## config.mk

```make
export PLATFORM = sky130hd
export DESIGN_NAME = svm_div
export DESIGN_NICKNAME = d
export VERILOG_FILES = /design/src/sv/stack_register_vm_executor_top_macros.svh /design/src/sv/svm_pkg.sv /design/src/sv/svm_div.sv
export SDC_FILE = /design/constraint.sdc
export NUM_CORES = 1
export LEC_CHECK = 0
export BUFFER_PORTS_ARGS = -buffer_cell sky130_fd_sc_hd__buf_2
export CAP_MARGIN = 20
export CORE_AREA = 2 2 124 126
export CTS_BUF_LIST = sky130_fd_sc_hd__clkbuf_2 sky130_fd_sc_hd__clkbuf_4 sky130_fd_sc_hd__clkbuf_8
export DETAILED_ROUTE_END_ITERATION = 16
export DIE_AREA = 0 0 126 128
export PLACE_DENSITY_LB_ADDON = 0.2
export RECOVER_POWER = 25
export SLEW_MARGIN = 25
export SYNTH_ARGS = -nofsm -noshare
export SYNTH_HDL_FRONTEND = slang
export SYNTH_SLANG_ARGS = --single-unit
```

## constraint.sdc

```tcl
create_clock -name aclk -period 3.35 [get_ports aclk]
set_input_delay 0 -clock aclk [delete_from_list [all_inputs] [get_ports aclk]]
set_output_delay 0 -clock aclk [all_outputs]
set_load 0.005 [all_outputs]
```

## src/sv/stack_register_vm_executor_top_macros.svh

```systemverilog
// Assertion macros for the stack VM executor.
// Used by the top level; needs aclk and aresetn in the including scope.
`ifndef STACK_REGISTER_VM_EXECUTOR_TOP_MACROS_SVH
`define STACK_REGISTER_VM_EXECUTOR_TOP_MACROS_SVH

// Checked on every clock edge outside reset.
`define SVM_ASSERT(lbl, prop, msg) \
    lbl: assert property (@(posedge aclk) disable iff (!aresetn) prop) else $error(msg);

// Checked on every clock edge, reset included.
`define SVM_ASSERT_NR(lbl, prop, msg) \
    lbl: assert property (@(posedge aclk) prop) else $error(msg);

`endif

```

## src/sv/svm_pkg.sv

```systemverilog
// Shared constants, opcodes and types for the stack VM executor.
// No dependencies; used by svm_div and stack_register_vm_executor_top.
package svm_pkg;

    localparam int NUM_REGS    = 16;
    localparam int STACK_DEPTH = 2048;
    localparam int CODE_DEPTH  = 512;

    localparam int DATA_W = 32;
    localparam int RF_AW  = (NUM_REGS > 1) ? $clog2(NUM_REGS) : 1;
    localparam int SA_W   = $clog2(STACK_DEPTH);
    localparam int ST_W   = 12;
    localparam int PC_W   = 10;
    localparam int FA_W   = 9;
    localparam int IDX_W  = 34;
    localparam int DIV_CW = $clog2(DATA_W) + 1;

    typedef enum logic [4:0] {
        OP_LIT   = 5'd1,
        OP_RTN   = 5'd2,
        OP_LOD   = 5'd3,
        OP_STO   = 5'd4,
        OP_CAL   = 5'd5,
        OP_INC   = 5'd6,
        OP_JMP   = 5'd7,
        OP_JPC   = 5'd8,
        OP_WRITE = 5'd9,
        OP_READ  = 5'd10,
        OP_HALT  = 5'd11,
        OP_NEG   = 5'd12,
        OP_ADD   = 5'd13,
        OP_SUB   = 5'd14,
        OP_MUL   = 5'd15,
        OP_DIV   = 5'd16,
        OP_ODD   = 5'd17,
        OP_MOD   = 5'd18,
        OP_EQL   = 5'd19,
        OP_NEQ   = 5'd20,
        OP_LSS   = 5'd21,
        OP_LEQ   = 5'd22,
        OP_GTR   = 5'd23,
        OP_GEQ   = 5'd24
    } opcode_t;

    localparam logic [1:0] FAULT_NONE  = 2'd0;
    localparam logic [1:0] FAULT_DIV0  = 2'd1;
    localparam logic [1:0] FAULT_STACK = 2'd2;

    typedef struct packed {
        logic              start;
        logic [DATA_W-1:0] dividend;
        logic [DATA_W-1:0] divisor;
    } div_req_t;

    typedef struct packed {
        logic              busy;
        logic              done;
        logic [DATA_W-1:0] quotient;
        logic [DATA_W-1:0] remainder;
    } div_rsp_t;

    // True when a signed index addresses an entry of the stack memory.
    function automatic logic in_stack(input logic signed [IDX_W-1:0] x);
        return !x[IDX_W-1] && (x[IDX_W-2:0] < (IDX_W-1)'(STACK_DEPTH));
    endfunction

endpackage

```

## src/sv/svm_div.sv

```systemverilog
// Unsigned restoring divider, one quotient bit per cycle.
// Depends on svm_pkg for widths and the request and response structs.
module svm_div import svm_pkg::*; (
    input  logic     aclk,
    input  logic     aresetn,
    input  div_req_t req,
    output div_rsp_t rsp
);

    logic [DATA_W-1:0] rem_reg, rem_next;
    logic [DATA_W-1:0] quo_reg, quo_next;
    logic [DATA_W-1:0] dvs_reg;
    logic [DIV_CW-1:0] cnt_reg;
    logic              busy_reg, done_reg;
    logic [DATA_W:0]   shifted, trial;

    always_comb begin
        shifted = {rem_reg, quo_reg[DATA_W-1]};
        trial   = shifted - {1'b0, dvs_reg};
        if (!trial[DATA_W]) begin
            rem_next = trial[DATA_W-1:0];
            quo_next = {quo_reg[DATA_W-2:0], 1'b1};
        end else begin
            rem_next = shifted[DATA_W-1:0];
            quo_next = {quo_reg[DATA_W-2:0], 1'b0};
        end
    end

    always_ff @(posedge aclk) begin
        if (!aresetn) begin
            busy_reg <= 1'b0;
            done_reg <= 1'b0;
            cnt_reg  <= '0;
        end else begin
            done_reg <= 1'b0;
            if (req.start) begin
                busy_reg <= 1'b1;
                cnt_reg  <= DIV_CW'(DATA_W);
            end else if (busy_reg) begin
                cnt_reg <= cnt_reg - 1'b1;
                if (cnt_reg == DIV_CW'(1)) begin
                    busy_reg <= 1'b0;
                    done_reg <= 1'b1;
                end
            end
        end
    end

    always_ff @(posedge aclk) begin
        if (req.start) begin
            rem_reg <= '0;
            quo_reg <= req.dividend;
            dvs_reg <= req.divisor;
        end else if (busy_reg) begin
            rem_reg <= rem_next;
            quo_reg <= quo_next;
        end
    end

    assign rsp.busy      = busy_reg;
    assign rsp.done      = done_reg;
    assign rsp.quotient  = quo_reg;
    assign rsp.remainder = rem_reg;

endmodule

```

==> results.json, run 1 <==
{
  "synth_nets": 656,
  "max_stage_delay_ns": 0.43,
  "coreArea_mm2": 0.0149,
  "start_kind": "flop",
  "synthesis.area_mm2": 0.00585,
  "instances_no_fill": 951,
  "yosys.area_share.adder_pct": 7.61,
  "drc_errors": 0,
  "dieArea_mm2": 0.0161,
  "grt_max_degree": 62,
  "outcome": "completed",
  "max_slew.worst_pin.slew_ns": 0.605,
  "start_util_pct": 39.4,
  "diodes": 0,
  "die_x_um": 126,
  "ios": 133,
  "ys.flop_type": "edfxtp_1",
  "syn_inst": 554,
  "ant_nets": 0,
  "cp_max_fo": 7,
  "place_ws_ns": -0.0645,
  "finalCriticalPeriod_ns": 3.23,
  "synth_edf_count": 64,
  "worstHoldPathType": "input pin to flop",
  "maxCapViolCount": 0,
  "grt_overflow": 0,
  "finalWirelength_mm": 13.7,
  "track_usage_pct": 17.1,
  "p_leak_nw": 3.41,
  "seq_area_frac_synth_pct": 46.5,
  "wl_per_cell_um": 14.4,
  "post_dp_cell_area_mm2": 0.00671,
  "drt_iter0_markers": 257,
  "rsz0062_at_grt": "yes",
  "rows": 45,
  "worstPathCellList": "ha_4, fa_2, or2b_1, a21oi_2, o21ai_2, a2111oi_4, nor3_2, o31ai_2, a21oi_2, xnor2_4, buf_6, buf_12, buf_16, mux2i_1, a211oi_1",
  "synthArstFlopShare_pct": 0,
  "synth_compound_area_share_pct": 14.3,
  "yosysWarnings": 0,
  "synthSimpleGateAreaFrac_pct": 10.2,
  "port_buffers": 132,
  "hold_viol_final": 0,
  "power.density_mw_per_mm2": 457,
  "antenna_found_initial": 0,
  "slowest_stage": "edfxtp_1",
  "cp-end-kind": "flop",
  "cts_made_buffers": 9,
  "grt_pass1_wl_mm": 22.2,
  "num_vias": 4754,
  "vias_per_cell": 5.00,
  "finalSetupViolCount": 0,
  "max_slew_margin_pct": 59.4,
  "cts_tree": "done",
  "report.final.slew_viol_count": 0,
  "ys_seq_elements": 104,
  "worst_slack_ns": 0.121,
  "dp.cells": 859,
  "cts_root_buf": "clkbuf_8",
  "grt_pass1_vias": 4667,
  "syn2layout_area_growth_pct": 33.3,
  "die-height_um": 128,
  "synth_top_family_by_area": "compound AO/OA/AOI/OAI gates",
  "layout.nets": 860,
  "fmax_mhz": 310,
  "cp.arrival_ns": 3.50,
  "crit_path_frequent_cell": "a21oi_2",
  "ir_drop_mv": 0.209,
  "yosys-mux-area-fraction_pct": 11.3,
  "ys_types": 51,
  "clk_pin_slew_ns": 0.12,
  "first_pass_iters": 4,
  "postSynthAreaPerCell_um2": 10.6,
  "cts_max_path_buffers": 2,
  "finalInstanceArea_mm2": 0.00780,
  "drive_gt1_share_pct": 28.2,
  "dpl.hpwl_mm": 9.54,
  "crit_type": "flop to flop",
  "synth-xor-area-share_pct": 5.41,
  "fin_crit_sh_pct": 96.4,
  "total_power_w": 0.00357,
  "place.gp.congestion": 0.852,
  "htree_levels": 3,
  "clkLatencyLatePin_ns": 0.40,
  "cts_num_sinks": 104,
  "cp.required_ns": 3.62,
  "finalClockSkew_ns": 0.0165
}
## power breakdown
group	total, W	switching [W]	internal (W)
combinational	0.00117	0.000562	0.000608
sequential	0.00157	0.0000816	0.00149
clock	0.000822	0.000515	0.000307
total	0.00357	0.00116	0.00241
## cell usage in the layout, fill, tap and decap left out, drive strengths merged, types with 9 or more instances in the layout
master	Yosys	final
mux2	33	33
a21o	13	13
o21ai	23	23
clkbuf	14	16
inv	42	46
nand3	9	9
ha	34	34
xnor2	22	22
edfxtp	64	64
nor2	51	51
xor2	12	12
dlygate4sd3	0	66
nand2	36	36
buf	8	141
a211oi	32	32
mux2i	29	29
a21oi	34	34
dfxtp	40	40
## cell families after synthesis
kind of cell | after synthesis
AO/OA/AOI/OAI | 125
XOR/XNOR | 34
adder cells (fa/ha/maj) | 35
buffers and inverters | 64
flip-flops | 104
multiplexers | 62
AND/OR/NAND/NOR | 130
## area by class of cell
class                           instances  area (um2)
Fill cell                            1376        7060
Sequential cell                       104        2720
Clock inverter                          7        91.3
Timing Repair Buffer                  215        1550
Multi-Input combinational cell        386        2920
Tap cell                              188         235
Inverter                               42         158
Clock buffer                            9         124
## synth_stat cells (6+ instances only)
cell / number / area share, %
xor2_1: 12 / 1.8
a211oi_1: 31 / 4.0
o21ai_0: 20 / 1.7
edfxtp_1: 64 / 33
nand3_1: 9 / 0.77
ha_1: 34 / 7.3
clkbuf_1: 14 / 0.90
nor2_1: 51 / 3.3
dfxtp_1: 40 / 14
mux2_2: 33 / 6.4
nand2_1: 35 / 2.2
inv_1: 42 / 2.7
nand2b_1: 6 / 0.64
xnor2_1: 21 / 3.1
mux2i_1: 29 / 5.0
a21o_1: 13 / 1.7
a21oi_1: 32 / 2.7
nor2b_1: 6 / 0.64
## critical path: cells and delay by family (launching register included)
kind,cells,cell delay [ns]
xor+xnor,1,0.19
flops,1,0.43
mux,1,0.18
buf+inv,3,0.37
compound gates,6,1.06
fa+ha+maj,2,0.51
simple gates,2,0.35
## worst paths after layout
kind | startpoint | end | slack, ns | depth (start not counted)
max reg2reg | dvs_reg[0] | rem_reg[3] | 0.12 | 15
max | dvs_reg[0] | rem_reg[3] | 0.12 | 15
min reg2reg | cnt_reg[1] | cnt_reg[1] | 0.51 | 2
min | req[23] | dvs_reg[23] | 0.30 | 2
## per-layer routing
metal,track usage (%),share of wire (%),vias up
li1,-,-,2407
met1,20.9,44,2215
met2,29.1,49,107
met3,4.34,4.7,25
met4,6.53,2.5,0
met5,0,0,-
## per-stage QoR
step | utilization (%) | setup TNS [ns] | hold slack [ns]
after floorplan | - | 0 | 0.0989
after global placement | 45.2 | 0 | 0.176
after detailed placement | 45.2 | -0.313 | 0.178
after CTS | 51.8 | 0 | 0.275
after global routing | 52.5 | -1.26 | 0.280
final | 52.5 | 0 | 0.296
## repair_timing
action / in CTS / in global routing
resized for setup: 4 / 13
endpoints found under the hold margin: 84 / 0
setup buffers: 3 / 4
pin swaps: 8 / 20
endpoints found under the setup margin: 25 / 33
hold buffers: 66 / 0
gates cloned: 2 / 1
Note: power is estimated with default switching activity, not from simulation.
==> run 2: changes to the inputs <==
RECOVER_POWER = 50   (was 25)
==> results.json, run 2 (synthesis gave the netlist of run 1 again) <==
{
  "grt_overflow": 0,
  "cp.arrival_ns": 3.50,
  "report.final.slew_viol_count": 0,
  "layout_commonest_cell": "buf_2",
  "post_dp_cell_area_mm2": 0.00671,
  "finalCriticalPeriod_ns": 3.23,
  "slowest_stage": "edfxtp_1",
  "num_vias": 4757,
  "p_seq_share_pct": 44.3,
  "finalSetupViolCount": 0,
  "dpl.hpwl_mm": 9.54,
  "setup_tns_ns": 0,
  "finalWirelength_mm": 13.7,
  "cp_max_fo": 7,
  "power.density_mw_per_mm2": 458,
  "clk_pin_slew_ns": 0.12,
  "die-height_um": 128,
  "die_x_um": 126,
  "max_stage_delay_ns": 0.43,
  "power_frac_clock_pct": 23.1,
  "crit_path_frequent_cell": "a21oi_2",
  "switching_share_pct": 32.6,
  "netSwitchingPower_w": 0.00116,
  "combPwrFrac_pct": 32.6,
  "grt_pass1_vias": 4667,
  "crit_type": "flop to flop",
  "syn2layout_area_growth_pct": 32.7,
  "finalClockSkew_ns": 0.0166,
  "outcome": "completed",
  "dieArea_mm2": 0.0161,
  "port_buffers": 132,
  "rsz0062_at_grt": "yes",
  "cp.required_ns": 3.61,
  "hold_viol_final": 0,
  "ios": 133,
  "drive_gt1_share_pct": 24.4,
  "coreArea_mm2": 0.0149,
  "start_util_pct": 39.4,
  "rows": 45,
  "antenna_found_initial": 0,
  "place.gp.congestion": 0.852,
  "most-common-layout-cells": "97 x buf_2, 66 x dlygate4sd3_1, 64 x edfxtp_1, 51 x nor2_1, 41 x inv_1",
  "cts_made_buffers": 9,
  "grt_pass1_wl_mm": 22.2,
  "worstHoldPathType": "input pin to flop",
  "cts_num_sinks": 104,
  "intPower_w": 0.00240,
  "fill_cells": 1390,
  "drt_iter0_markers": 257,
  "p_leak_nw": 3.31,
  "start_kind": "flop",
  "cts_root_buf": "clkbuf_8",
  "first_pass_iters": 4,
  "drc_errors": 0,
  "clkLatencyLatePin_ns": 0.40,
  "track_usage_pct": 17.1,
  "diodes": 0,
  "max_slew.worst_pin.slew_ns": 0.605,
  "vias_per_cell": 5.00,
  "layout.nets": 860,
  "ant_nets": 0,
  "cts_tree": "done",
  "cp-end-kind": "flop",
  "finalInstanceArea_mm2": 0.00776,
  "htree_levels": 3,
  "maxCapViolCount": 0,
  "instances_no_fill": 951,
  "worstPathCellList": "ha_4, fa_2, or2b_1, a21oi_2, o21ai_2, a2111oi_4, nor3_2, o31ai_2, a21oi_2, xnor2_4, buf_6, buf_12, buf_16, mux2i_1, a211oi_1",
  "max_slew_margin_pct": 59.4,
  "ir_drop_mv": 0.208,
  "cts_max_path_buffers": 2,
  "grt_max_degree": 62,
  "fin_crit_sh_pct": 96.4,
  "dp.cells": 859,
  "wl_per_cell_um": 14.4,
  "fmax_mhz": 310
}
[run 2: metal layers]
layer | vias up | track usage, % | part of all wire (%)
met3 | 25 | 4.34 | 5.1
li1 | 2407 | - | -
met2 | 113 | 29.1 | 49
met5 | - | 0 | 0
met4 | 0 | 6.53 | 2.5
met1 | 2212 | 20.9 | 44
[run 2: critical path: cells and delay by family, from the launching register on]
| family | cells | cell delay [ns] |
|---|---|---|
| xor+xnor | 1 | 0.19 |
| mux | 1 | 0.18 |
| simple gates | 2 | 0.35 |
| flops | 1 | 0.43 |
| compound gates | 6 | 1.06 |
| fa+ha+maj | 2 | 0.51 |
| buf+inv | 3 | 0.37 |
[run 2: layout make-up]
type | count | area [um2] | share of cell area [%]
well taps | 188 | 235 | 3.03
flip-flops and latches | 104 | 2720 | 35.1
inverters | 42 | 158 | 2.03
repair buffers | 215 | 1520 | 19.5
clock inverters | 7 | 91.3 | 1.18
multi-input cells | 386 | 2920 | 37.6
clock buffers | 9 | 124 | 1.60
[run 2: power by group through the flow]
stage	clock network, W	registers [W]	logic (W)
after global placement	0	0.00160	0.000972
after floorplan	0	0.00159	0.000703
final	0.000822	0.00157	0.00116
after detailed placement	0	0.00160	0.000988
after CTS	0.000860	0.00157	0.00112
after global routing	0.000901	0.00159	0.00128
[run 2: path summary, 6_finish.rpt]
kind	from	endpoint	slack, ns	cells past startpoint
max	dvs_reg[0]	rem_reg[3]	0.12	15
min	req[23]	dvs_reg[23]	0.30	2
max reg2reg	dvs_reg[0]	rem_reg[3]	0.12	15
min reg2reg	cnt_reg[1]	cnt_reg[1]	0.51	2
[run 2: timing repair]
| item | CTS | global route |
|---|---|---|
| buffers inserted | 3 | 4 |
| hold buffers | 66 | 0 |
| hold endpoints to repair | 84 | 0 |
| pin swaps | 8 | 20 |
| gates cloned | 2 | 1 |
| resized for setup | 4 | 13 |
| setup endpoints to repair | 25 | 33 |
[run 2: through the flow]
step | setup WS [ns] | total power, W | hold WS (ns) | util (%)
2_1_floorplan | 0.172 | 0.00230 | 0.0989 | -
3_3_place_gp | 0.0274 | 0.00257 | 0.176 | 45.2
3_5_place_dp | -0.0645 | 0.00259 | 0.178 | 45.2
4_1_cts | 0.00844 | 0.00356 | 0.275 | 51.8
5_1_grt | -0.0847 | 0.00378 | 0.280 | 52.2
6_report | 0.120 | 0.00356 | 0.297 | 52.2
